[config.mk]
export PLATFORM = sky130hd
export DESIGN_NAME = ohs_ctrl
export DESIGN_NICKNAME = d
export VERILOG_FILES = /design/src/sv/ohs_pkg.sv /design/src/sv/ohs_ctrl.sv
export SDC_FILE = /design/constraint.sdc
export NUM_CORES = 1
export LEC_CHECK = 0
export BUFFER_PORTS_ARGS = -buffer_cell sky130_fd_sc_hd__buf_2
export CAP_MARGIN = 25
export CORE_UTILIZATION = 35
export CTS_CLUSTER_SIZE = 30
export DETAILED_ROUTE_END_ITERATION = 16
export PLACE_DENSITY = 0.57
export RECOVER_POWER = 100
export REMOVE_ABC_BUFFERS = 1
export SLEW_MARGIN = 20
export SYNTH_ARGS = -nofsm -noshare
export SYNTH_HDL_FRONTEND = slang
export SYNTH_SLANG_ARGS = --single-unit
[constraint.sdc]
create_clock -name clk_i -period 1.66 [get_ports clk_i]
set_input_delay 0.332 -clock clk_i [delete_from_list [all_inputs] [get_ports clk_i]]
set_output_delay 0.332 -clock clk_i [all_outputs]
set_load 0.03 [all_outputs]
[src/sv/ohs_pkg.sv]
// shared types, constants and codes of the open-addressing hash set
// no dependencies; imported by every module of the block but ohs_ram

package ohs_pkg;

  // table geometry
  localparam int unsigned MAX_SLOTS = 4096;
  localparam int unsigned MIN_SLOTS = 8;
  localparam int unsigned SLOT_AW   = $clog2(MAX_SLOTS);
  localparam int unsigned CNT_W     = SLOT_AW + 1;
  localparam int unsigned KEY_W     = 31;
  localparam int unsigned ENTRY_W   = KEY_W + 1;
  localparam int unsigned SIZE_W    = CNT_W + 4;
  localparam int unsigned TGT_W     = CNT_W + 3;

  // probe and growth constants
  localparam int unsigned LINEAR_RUN    = 9;
  localparam int unsigned PERTURB_SHIFT = 5;
  localparam int unsigned BIG_SET       = 50000;
  localparam int unsigned RUN_W         = 4;

  // stream payload widths
  localparam int unsigned S_TDATA_W = 40;
  localparam int unsigned M_TDATA_W = 48;

  typedef enum logic [1:0] {
    CMD_CLEAR  = 2'd0,
    CMD_INSERT = 2'd1,
    CMD_READ   = 2'd2,
    CMD_SPARE  = 2'd3
  } ohs_cmd_e;

  typedef enum logic [2:0] {
    ST_INSERTED  = 3'd0,
    ST_PRESENT   = 3'd1,
    ST_OVF_REJ   = 3'd2,
    ST_KEY_READ  = 3'd3,
    ST_READ_EXH  = 3'd4,
    ST_CLEARED   = 3'd5
  } ohs_status_e;

  typedef enum logic [4:0] {
    S_INIT, S_IDLE, S_DISPATCH, S_CLR, S_PRB_RD, S_PRB_CHK, S_GROW_CHK,
    S_GROW_SIZE, S_GCLR, S_SCAN_RD, S_SCAN_CHK, S_SCAN_NEXT, S_COPY_RD,
    S_COPY_WR, S_RD_RD, S_RD_CHK, S_DONE
  } ohs_state_e;

  typedef enum logic [4:0] {
    OP_NONE, OP_INIT_WR, OP_ACCEPT, OP_CLR_WR, OP_RES_OVF, OP_PRB_RD,
    OP_PRB_CHK, OP_SIZE_INIT, OP_SIZE_STEP, OP_SET_OVF, OP_GROW_BEGIN,
    OP_GCLR_WR, OP_SCAN_RD, OP_PLACE_BEGIN, OP_SCAN_NEXT, OP_COPY_RD,
    OP_COPY_WR, OP_RD_RD, OP_RD_EXH, OP_RD_HIT, OP_RD_NEXT, OP_LOAD_OUT
  } ohs_op_e;

  // status from datapath to controller
  typedef struct packed {
    ohs_cmd_e cmd;
    logic     ovf;
    logic     place;
    logic     prb_empty;
    logic     prb_match;
    logic     slot_valid;
    logic     grow_need;
    logic     size_done;
    logic     size_big;
    logic     cnt_max_last;
    logic     cnt_mask_last;
    logic     cnt_nmask_last;
    logic     rd_end;
    logic     out_busy;
  } ohs_dp_status_t;

endpackage

[src/sv/ohs_ctrl.sv]
// controller state machine of the hash set, issues at most one datapath operation per cycle
// depends on ohs_pkg

module ohs_ctrl import ohs_pkg::*; (
  input  logic           clk_i,
  input  logic           rst_ni,
  input  logic           in_valid_i,
  output logic           in_ready_o,
  input  ohs_dp_status_t status_i,
  output ohs_op_e        op_o
);

  ohs_state_e state_q, state_d;

  // state register
  always_ff @(posedge clk_i or negedge rst_ni) begin
    if (!rst_ni) begin
      state_q <= S_INIT;
    end else begin
      state_q <= state_d;
    end
  end

  // next state and operation
  always_comb begin
    state_d    = state_q;
    op_o       = OP_NONE;
    in_ready_o = 1'b0;
    case (state_q)
      S_INIT: begin
        op_o = OP_INIT_WR;
        if (status_i.cnt_max_last) state_d = S_IDLE;
      end
      S_IDLE: begin
        in_ready_o = 1'b1;
        if (in_valid_i) begin
          op_o    = OP_ACCEPT;
          state_d = S_DISPATCH;
        end
      end
      S_DISPATCH: begin
        case (status_i.cmd)
          CMD_CLEAR: state_d = S_CLR;
          CMD_INSERT: begin
            if (status_i.ovf) begin
              op_o    = OP_RES_OVF;
              state_d = S_DONE;
            end else begin
              state_d = S_PRB_RD;
            end
          end
          default: state_d = S_RD_RD;
        endcase
      end
      S_CLR: begin
        op_o = OP_CLR_WR;
        if (status_i.cnt_mask_last) state_d = S_DONE;
      end
      S_PRB_RD: begin
        op_o    = OP_PRB_RD;
        state_d = S_PRB_CHK;
      end
      S_PRB_CHK: begin
        op_o = OP_PRB_CHK;
        if (status_i.prb_empty) begin
          state_d = status_i.place ? S_SCAN_NEXT : S_GROW_CHK;
        end else if (status_i.prb_match && !status_i.place) begin
          state_d = S_DONE;
        end else begin
          state_d = S_PRB_RD;
        end
      end
      S_GROW_CHK: begin
        if (status_i.grow_need) begin
          op_o    = OP_SIZE_INIT;
          state_d = S_GROW_SIZE;
        end else begin
          state_d = S_DONE;
        end
      end
      S_GROW_SIZE: begin
        if (!status_i.size_done) begin
          op_o = OP_SIZE_STEP;
        end else if (status_i.size_big) begin
          op_o    = OP_SET_OVF;
          state_d = S_DONE;
        end else begin
          op_o    = OP_GROW_BEGIN;
          state_d = S_GCLR;
        end
      end
      S_GCLR: begin
        op_o = OP_GCLR_WR;
        if (status_i.cnt_nmask_last) state_d = S_SCAN_RD;
      end
      S_SCAN_RD: begin
        op_o    = OP_SCAN_RD;
        state_d = S_SCAN_CHK;
      end
      S_SCAN_CHK: begin
        if (status_i.slot_valid) begin
          op_o    = OP_PLACE_BEGIN;
          state_d = S_PRB_RD;
        end else begin
          state_d = S_SCAN_NEXT;
        end
      end
      S_SCAN_NEXT: begin
        op_o    = OP_SCAN_NEXT;
        state_d = status_i.cnt_mask_last ? S_COPY_RD : S_SCAN_RD;
      end
      S_COPY_RD: begin
        op_o    = OP_COPY_RD;
        state_d = S_COPY_WR;
      end
      S_COPY_WR: begin
        op_o    = OP_COPY_WR;
        state_d = status_i.cnt_nmask_last ? S_DONE : S_COPY_RD;
      end
      S_RD_RD: begin
        if (status_i.rd_end) begin
          op_o    = OP_RD_EXH;
          state_d = S_DONE;
        end else begin
          op_o    = OP_RD_RD;
          state_d = S_RD_CHK;
        end
      end
      S_RD_CHK: begin
        if (status_i.slot_valid) begin
          op_o    = OP_RD_HIT;
          state_d = S_DONE;
        end else begin
          op_o    = OP_RD_NEXT;
          state_d = S_RD_RD;
        end
      end
      S_DONE: begin
        if (!status_i.out_busy) begin
          op_o    = OP_LOAD_OUT;
          state_d = S_IDLE;
        end
      end
      default: state_d = S_IDLE;
    endcase
  end

endmodule

* Word-level counts from Yosys, hierarchy flattened *
Index checks and enable logic that the tools add are counted.
W data, S select, Z words.

cells by class
  muxes and demuxes = 31
  reduce and logical (&&, ||, !) cells = 5
  eq/ne operators = 23

operators by type and width
  kind                  number
  $pmux W5 S17          2
  $mux W5               15
  $eq A5 B4 Y1 const B  8
  $eq A5 B3 Y1 const B  4
  $mux W3               5
  $mux W4               3
  $ne A2 B2 Y1 const B  6
  $eq A5 B2 Y1 const B  2
  $pmux W5 S2           1
  $mux W2               4
  $reduce_and A6 Y1     1
  $eq A5 B1 Y1 const B  1
  $eq A5 B5 Y1 const B  1
  $logic_not A5 Y1      1
  $eq A2 B1 Y1 const B  1
  $logic_not A2 Y1      1
  $logic_and A1 B1 Y1   1
  $logic_not A1 Y1      1
  $mux W1               1

word-level totals
  bits in registers = 5
  word-level logic and storage cells = 60
  bits of input ports = 18
  output and inout bits = 6

* Depth between registers and ports, before layout *
Gate-level depths: netlist of run 1.

  depth in word-level cells = 5
  gate-level depth with buffers = 7
  mapped depth without buffers = 5

* Worst setup path before layout of run 1 *
OpenSTA, ideal clock, no wires.

  path kind = register to output
  start point = register state_q[3]
  end point = output op_o[4]
  data required time = 1328 ps
  buffers on the path = 2
  data arrival time = 1748 ps
  cell stages (with the launch flop) = 6
  path slack = -420 ps
  cell sequence = dfrtp_1 buf_6 or2_1 buf_2 or4_4 o22ai_1

between the ends
  cells in the longest elaborated chain, start to end = 2
  elaborated cells between the ends (all ways) = 18
  classes of those cells = 16 x eq/ne; 1 x mux; 1 x reduce/logical

ends and longest elaborated chain
  item                                  line            source
  start, declared                       ohs_ctrl.sv:13  ohs_state_e state_q, state_d;
  start signal, assigned                ohs_ctrl.sv:20  state_q <= state_d;
  $eq A5 B5 Y1 (tied with other cells)  ohs_ctrl.sv:29  case (state_q)
  $pmux W5 S17 (*)                      ohs_ctrl.sv:29
  end, declared                         ohs_ctrl.sv:10  output ohs_op_e op_o

Mark *: on every way between the ends. The rest lies on a longest branch, timed or not.

* Final worst setup path of run 1 *
  start point = register state_q[2]
  end point = output op_o[2]

The elaborated chain is that of the path after synthesis.

==> results of run 1 <==
## synthesized netlist by cell type, types with 2 or more instances
cell type  number  share of area (%)
nor2_1         15                6.4
nand2_1        11                4.7
a21oi_1        10                5.7
nor3_1          8                4.5
inv_1           7                3.0
nand2b_1        7                5.0
o21ai_0         7                4.0
buf_2           6                3.4
nand3_1         6                3.4
a31oi_1         5                3.6
dfrtp_1         5                 14
nor2b_1         4                2.8
clkbuf_1        3                1.3
mux2_1          3                3.8
nor4_1          3                2.1
o22ai_1         3                2.1
a2111oi_0       2                2.0
a211oi_1        2                1.7
a32oi_1         2                2.0
o21ai_1         2                1.1
o21bai_1        2                1.7
o2bb2ai_1       2                2.0
o31ai_1         2                1.7
o41ai_1         2                2.0
## cells by family after synthesis
logic type / after synthesis / synth area share, %
compound gates: 49 / 38.2
buf+inv: 19 / 9.80
flops: 5 / 14.2
simple gates: 60 / 34.0
mux: 3 / 3.83
## power breakdown
part	internal (W)	total, W	switching [W]	leakage (nW)
registers	0.000172	0.000224	0.0000516	0.0634
clock network	0.0000909	0.000141	0.0000498	0.0150
logic	0.00117	0.00244	0.00127	0.667
total	0.00143	0.00280	0.00137	0.745
## cell type report
cell class,count,share of cell area [%]
clock buffer,4,1.58
inverter,8,1.96
multi-input combinational,112,51.1
sequential,5,7.70
tap,28,2.11
timing repair buffer,77,35.5
## layer usage
layer | GRT usage, % | wire [um]
met1 | 37.0 | 1560
met2 | 49.1 | 2050
met3 | 4.39 | 396
met4 | 7.89 | 104
met5 | 0 | 0
## how the worst max path moves through the flow
stage | start | to | slack (ns) | depth (start not counted)
after floorplan | state_q[2]$_DFFE_PN0P_ | op_o[4] | -0.53 | 3
after global placement | state_q[2]$_DFFE_PN0P_ | op_o[0] | -0.18 | 6
after detailed placement | state_q[2]$_DFFE_PN0P_ | op_o[0] | -0.22 | 6
after CTS | state_q[2]$_DFFE_PN0P_ | op_o[0] | -0.40 | 6
after global routing | state_q[2]$_DFFE_PN0P_ | op_o[2] | -0.49 | 6
final | state_q[2]$_DFFE_PN0P_ | op_o[2] | -0.44 | 6
## per-stage QoR
stage	util, %	area, um^2	power [W]	std cells	setup TNS [ns]
2_1_floorplan	-	825	0.00114	125	-1.66
3_3_place_gp	56.2	1290	0.00192	218	-0.864
4_1_cts	65.4	1500	0.00243	231	-1.73
3_5_place_dp	56.2	1290	0.00194	218	-0.934
5_1_grt	72.2	1660	0.00295	234	-2.52
6_report	72.2	1660	0.00280	234	-1.94
## worst max-delay path, cell delays in order, from the launching register on
cell	delay, ns
dfrtp_1	0.38
or2_1	0.25
or4_4	0.46
nor2_4	0.13
a31oi_1	0.05
nand3_1	0.11
buf_6	0.14
## repair_timing
action                     in CTS  in global routing
hold endpoints to repair        5                  0
pin swaps                       6                  5
cloned                          0                  1
hold buffers                    1                  0
buffers inserted                8                  4
setup endpoints to repair       9                 10
gates resized for setup        33                 35
==> flow_summary.ini, run 1 <==
[status]
status = finished, violations left
violations = negative setup slack

[logic_synthesis]
yosysUniqueCellTypes = 41
ys_seq_elements = 5
synth_edf_count = 0
synthCells = 136
syn_area_per_cell_um2 = 6.48
synth_seq_area_share_pct = 14.2
yosysWarnings = 0
synthArstFlopShare_pct = 100
synthFlopType = dfrtp_1
syn_area_um2 = 881

[clock_tree]
cts.sinks = 5
worst_skew_pair.late_latency_ns = 0.24
h-tree-depth = 1
cts_tree = built
clk_pin_slew_ns = 0.05
clockRootBuffer = clkbuf_4
clockBufferDepth = 2
cts_buffers = 3

[min_path]
hold_depth = 3
hp-class = in2reg
min_to = state_q[4]$_DFFE_PN0P_
timing.hold.worst.start = status_i[0]

[power_and_ir_drop]
ir_drop_mv = 1.11
leakage_nw = 0.745
p_per_area_nw_per_um2 = 1690

[timing]
finalCritPeriodShare_pct = 126
tightest_slew_ns = 0.332
rsz0062_at_grt = true
hold_violations = 0
max_freq_ghz = 0.476
setup_violations = 8
worst_clock_skew_ns = 0.00674
setup_ws_ns = -0.439
min_period_ns = 2.10
relSlewSlack_pct = 77.7
drv_slew = 0
timing.hold.ws_ns = 0.412

[placed_design]
routabilityCongestion = 0.873
pre_cts_slack_ns = -0.215
port_buffers = 23
hpwl_um = 2640

[final_layout]
final_common_cell = buf_4
multi_input_area_um2 = 847
regMostFlops = state_q
largest_reg_flops = 5
diodes = 0
final_cell_mix = buf_4 (44), buf_2 (16), buf_6 (13), nor2_1 (12), a21oi_1 (9)
final_layout_size_suffix_gt1_share_pct = 54.9
top_regs = state_q x5
nFillCells = 173
seqCellArea_um2 = 128
fin_nets = 225
area_growth_pct = 88.2

[setup_path]
end_kind = primary output
required_ns = 1.33
r2r-end = state_q[4]$_DFFE_PN0P_
r2r_start = state_q[2]$_DFFE_PN0P_
criticalPathCategory = reg2out
cp-start-kind = flop
critical_path.max_fanout = 3
r2r_setup_slack_ns = -0.14
r2r_cells = 7
cp.arrival_ns = 1.77

[routing]
firstDrtPassIters = 6
ant_nets = 0
drc = 0
first_iter_violations = 89
dr_total_vias = 1443
wl_per_cell_um = 17.5
vias_per_cell = 6.17
drt_wl_total_um = 4100

[die]
initial_utilization_pct = 38.3
placementRows = 17
die_w_um = 52.2
core_um2 = 2300
dieHeight_um = 52.2
io_pins = 24
die_area_um2 = 2720

[grt]
grt_pass1_wl_um = 5870
antenna_found_initial = 0
overflow = 0
grt_pass1_vias = 1286
grt_usage_pct = 28.7
grt_max_degree = 14

[job]
max_cap_viol_count = 0
Power figures use the tool's default switching activity.
==> run 2: changes to the inputs <==
--- a/config.mk
+++ b/config.mk
@@ -5,6 +5,7 @@
 export SDC_FILE = /design/constraint.sdc
 export NUM_CORES = 1
 export LEC_CHECK = 0
+export ABC_AREA = 1
 export BUFFER_PORTS_ARGS = -buffer_cell sky130_fd_sc_hd__buf_2
 export CAP_MARGIN = 25
 export CORE_UTILIZATION = 35
@@ -13,6 +14,7 @@
 export PLACE_DENSITY = 0.57
 export RECOVER_POWER = 100
 export REMOVE_ABC_BUFFERS = 1
+export SETUP_SLACK_MARGIN = 0.5
 export SLEW_MARGIN = 20
 export SYNTH_ARGS = -nofsm -noshare
 export SYNTH_HDL_FRONTEND = slang
==> flow_summary.ini, run 2 <==
[power_and_ir_drop]
seqPwrFrac_pct = 9.3
leakage_nw = 0.950
internal-power_w = 0.00130
p_per_area_nw_per_um2 = 1660
ir_drop_mv = 1.15
swShare_pct = 51.7
power.switching_w = 0.00139
p_comb_share_pct = 85.6
p_clk_share_pct = 5.2

[final_layout]
largest_reg_flops = 5
multi_input_area_um2 = 828
nFillCells = 223
final_area_um2 = 1630
final_cell_mix = nand2_1 (45), buf_4 (30), nor2_1 (17), buf_6 (17), buf_2 (16)
final_common_cell = nand2_1
top_regs = state_q x5
fin_cells = 262
final_layout_size_suffix_gt1_share_pct = 53.4
final_util_pct = 64.4
seqCellArea_um2 = 128
regMostFlops = state_q
diodes = 0
fin_nets = 251
area_growth_pct = 69.8

[setup_path]
critPathSlowestCell = dfrtp_1
cp.arrival_ns = 1.61
cp_top_family = buffers and inverters
end_kind = primary output
cp.buffers_inverters = 3
cp-start-kind = flop
cpMostUsedCell = buf_4
criticalPathCategory = reg2out
crit_path_max_incr_delay_ns = 0.38
required_ns = 1.33
path_cells = buf_4 > nand2_1 > inv_2 > nand2_4 > o21ai_2 > nor3_2 > o211ai_1 > buf_4
critical_path.max_fanout = 5

[timing]
timing.hold.ws_ns = 0.372
setup_violations = 6
max_freq_ghz = 0.516
setup_ws_ns = -0.278
drv_slew = 0
relSlewSlack_pct = 82.1
finalCritPeriodShare_pct = 117
hold_violations = 0
rsz0062_at_grt = true
min_period_ns = 1.94
tightest_slew_ns = 0.268
worst_clock_skew_ns = 0.00566

[logic_synthesis]
synthArstFlopShare_pct = 100
yosysUniqueCellTypes = 26
synth_edf_count = 0
synthCells = 164
syn_area_per_cell_um2 = 5.84
synthTopCellsByCount = nand2_1 (51), nor2_1 (24), inv_1 (19), nand3_1 (13), nand2_2 (9)
synth.most_common_cell = nand2_1
synthDominantAreaCellType = nand2_1
synth.area.top_cells = nand2_1 (20%), dfrtp_1 (13%), nor2_1 (9.4%)
synthFlopType = dfrtp_1
synth_top_area_share_pct = 20.0
synth_seq_area_share_pct = 13.1
syn_area_um2 = 957
yosysWarnings = 0
ys_seq_elements = 5

[routing]
drc = 0
wl_per_cell_um = 12.6
vias_per_cell = 4.89
dr_total_vias = 1280
ant_nets = 0
firstDrtPassIters = 5
first_iter_violations = 40
drt_wl_total_um = 3310

[grt]
grt_usage_pct = 22.1
grt_util_met1_pct = 29.4
grt_use_met3_pct = 3.06
grt_pass1_vias = 1122
busiest_layer = met2
grt_pass1_wl_um = 4690
grt_max_degree = 7
globalRouteMet2Util_pct = 38.6
antenna_found_initial = 0
overflow = 0

[die]
placementRows = 18
die_w_um = 54.3
io_pins = 24
die_area_um2 = 2950
initial_utilization_pct = 37.9
dieHeight_um = 54.3
core_um2 = 2520

[status]
violations = negative setup slack
status = finished, violations left

[clock_tree]
clockRootBuffer = clkbuf_4
h-tree-depth = 1
cts_buffers = 3
clockBufferDepth = 2
cts.sinks = 5
cts_tree = built
worst_skew_pair.late_latency_ns = 0.24
clk_pin_slew_ns = 0.05

[placed_design]
pre_cts_slack_ns = -0.0997
hpwl_um = 2550
place_inst = 248
dpl_cell_area_um2 = 1340
routabilityCongestion = 0.904
port_buffers = 23

[min_path]
hp-class = in2reg

[job]
max_cap_viol_count = 0
==> run 2: area by class of cell <==
type | instances | area share [%]
timing repair buffer | 65 | 31.4
multi-input combinational | 134 | 51.0
clock buffer | 4 | 1.62
inverter | 24 | 5.85
sequential | 5 | 7.85
tap | 30 | 2.31
==> run 2: worst min-delay path: stages <==
cell,delay (ns)
buf_2,0.10
nand3_1,0.07
nand2_1,0.06
==> run 2: stage by stage <==
stage | setup TNS, ns | total power [W]
after floorplan | -0.301 | 0.00138
after global placement | -0.169 | 0.00206
after detailed placement | -0.196 | 0.00207
after CTS | -0.942 | 0.00252
after global routing | -1.43 | 0.00287
final | -0.973 | 0.00270
==> run 2: power groups by stage <==
stage                     logic [W]  registers, W  clock network [W]
after floorplan             0.00111      0.000271                  0
after global placement      0.00183      0.000234                  0
after detailed placement    0.00183      0.000236                  0
after CTS                   0.00214      0.000236           0.000141
after global routing        0.00246      0.000256           0.000153
final                       0.00231      0.000250           0.000139
==> run 2: routing by layer <==
layer | vias to the layer above | wire [um]
met5 | - | 0
met4 | 0 | 14
met3 | 4 | 114
met2 | 38 | 1720
met1 | 578 | 1470
li1 | 660 | -
==> run 2: what timing repair did <==
action / CTS / global route
buffers inserted: 5 / 4
hold buffers: 1 / 0
endpoints found under the hold margin: 5 / 0
pin swaps: 18 / 19
endpoints found under the setup margin: 11 / 11
resized for setup: 36 / 23
==> run 2: path summary, 6_finish.rpt <==
path                                              from                      to  slack [ns]  depth (start not counted)
worst min register to register  state_q[4]$_DFFE_PN0P_  state_q[4]$_DFFE_PN0P_        0.67                          3
worst min-delay path                       status_i[0]  state_q[4]$_DFFE_PN0P_        0.37                          3
max in group asynchronous                       rst_ni  state_q[0]$_DFFE_PN0P_        0.96                          2
min in group asynchronous                       rst_ni  state_q[3]$_DFFE_PN0P_        0.47                          2
worst max register to register  state_q[2]$_DFFE_PN0P_  state_q[4]$_DFFE_PN0P_        0.02                         13
worst max-delay path            state_q[2]$_DFFE_PN0P_                 op_o[1]       -0.28                          8
==> run 2: kinds of logic (layout without fill, tap and decap cells) <==
logic type / count (synthesis) / in the layout / share of synthesized area (%)
flip-flops: 5 / 5 / 13.1
AO/OA/AOI/OAI: 16 / 16 / 11.0
AND/OR/NAND/NOR: 118 / 118 / 65.8
buffers and inverters: 25 / 93 / 10.2
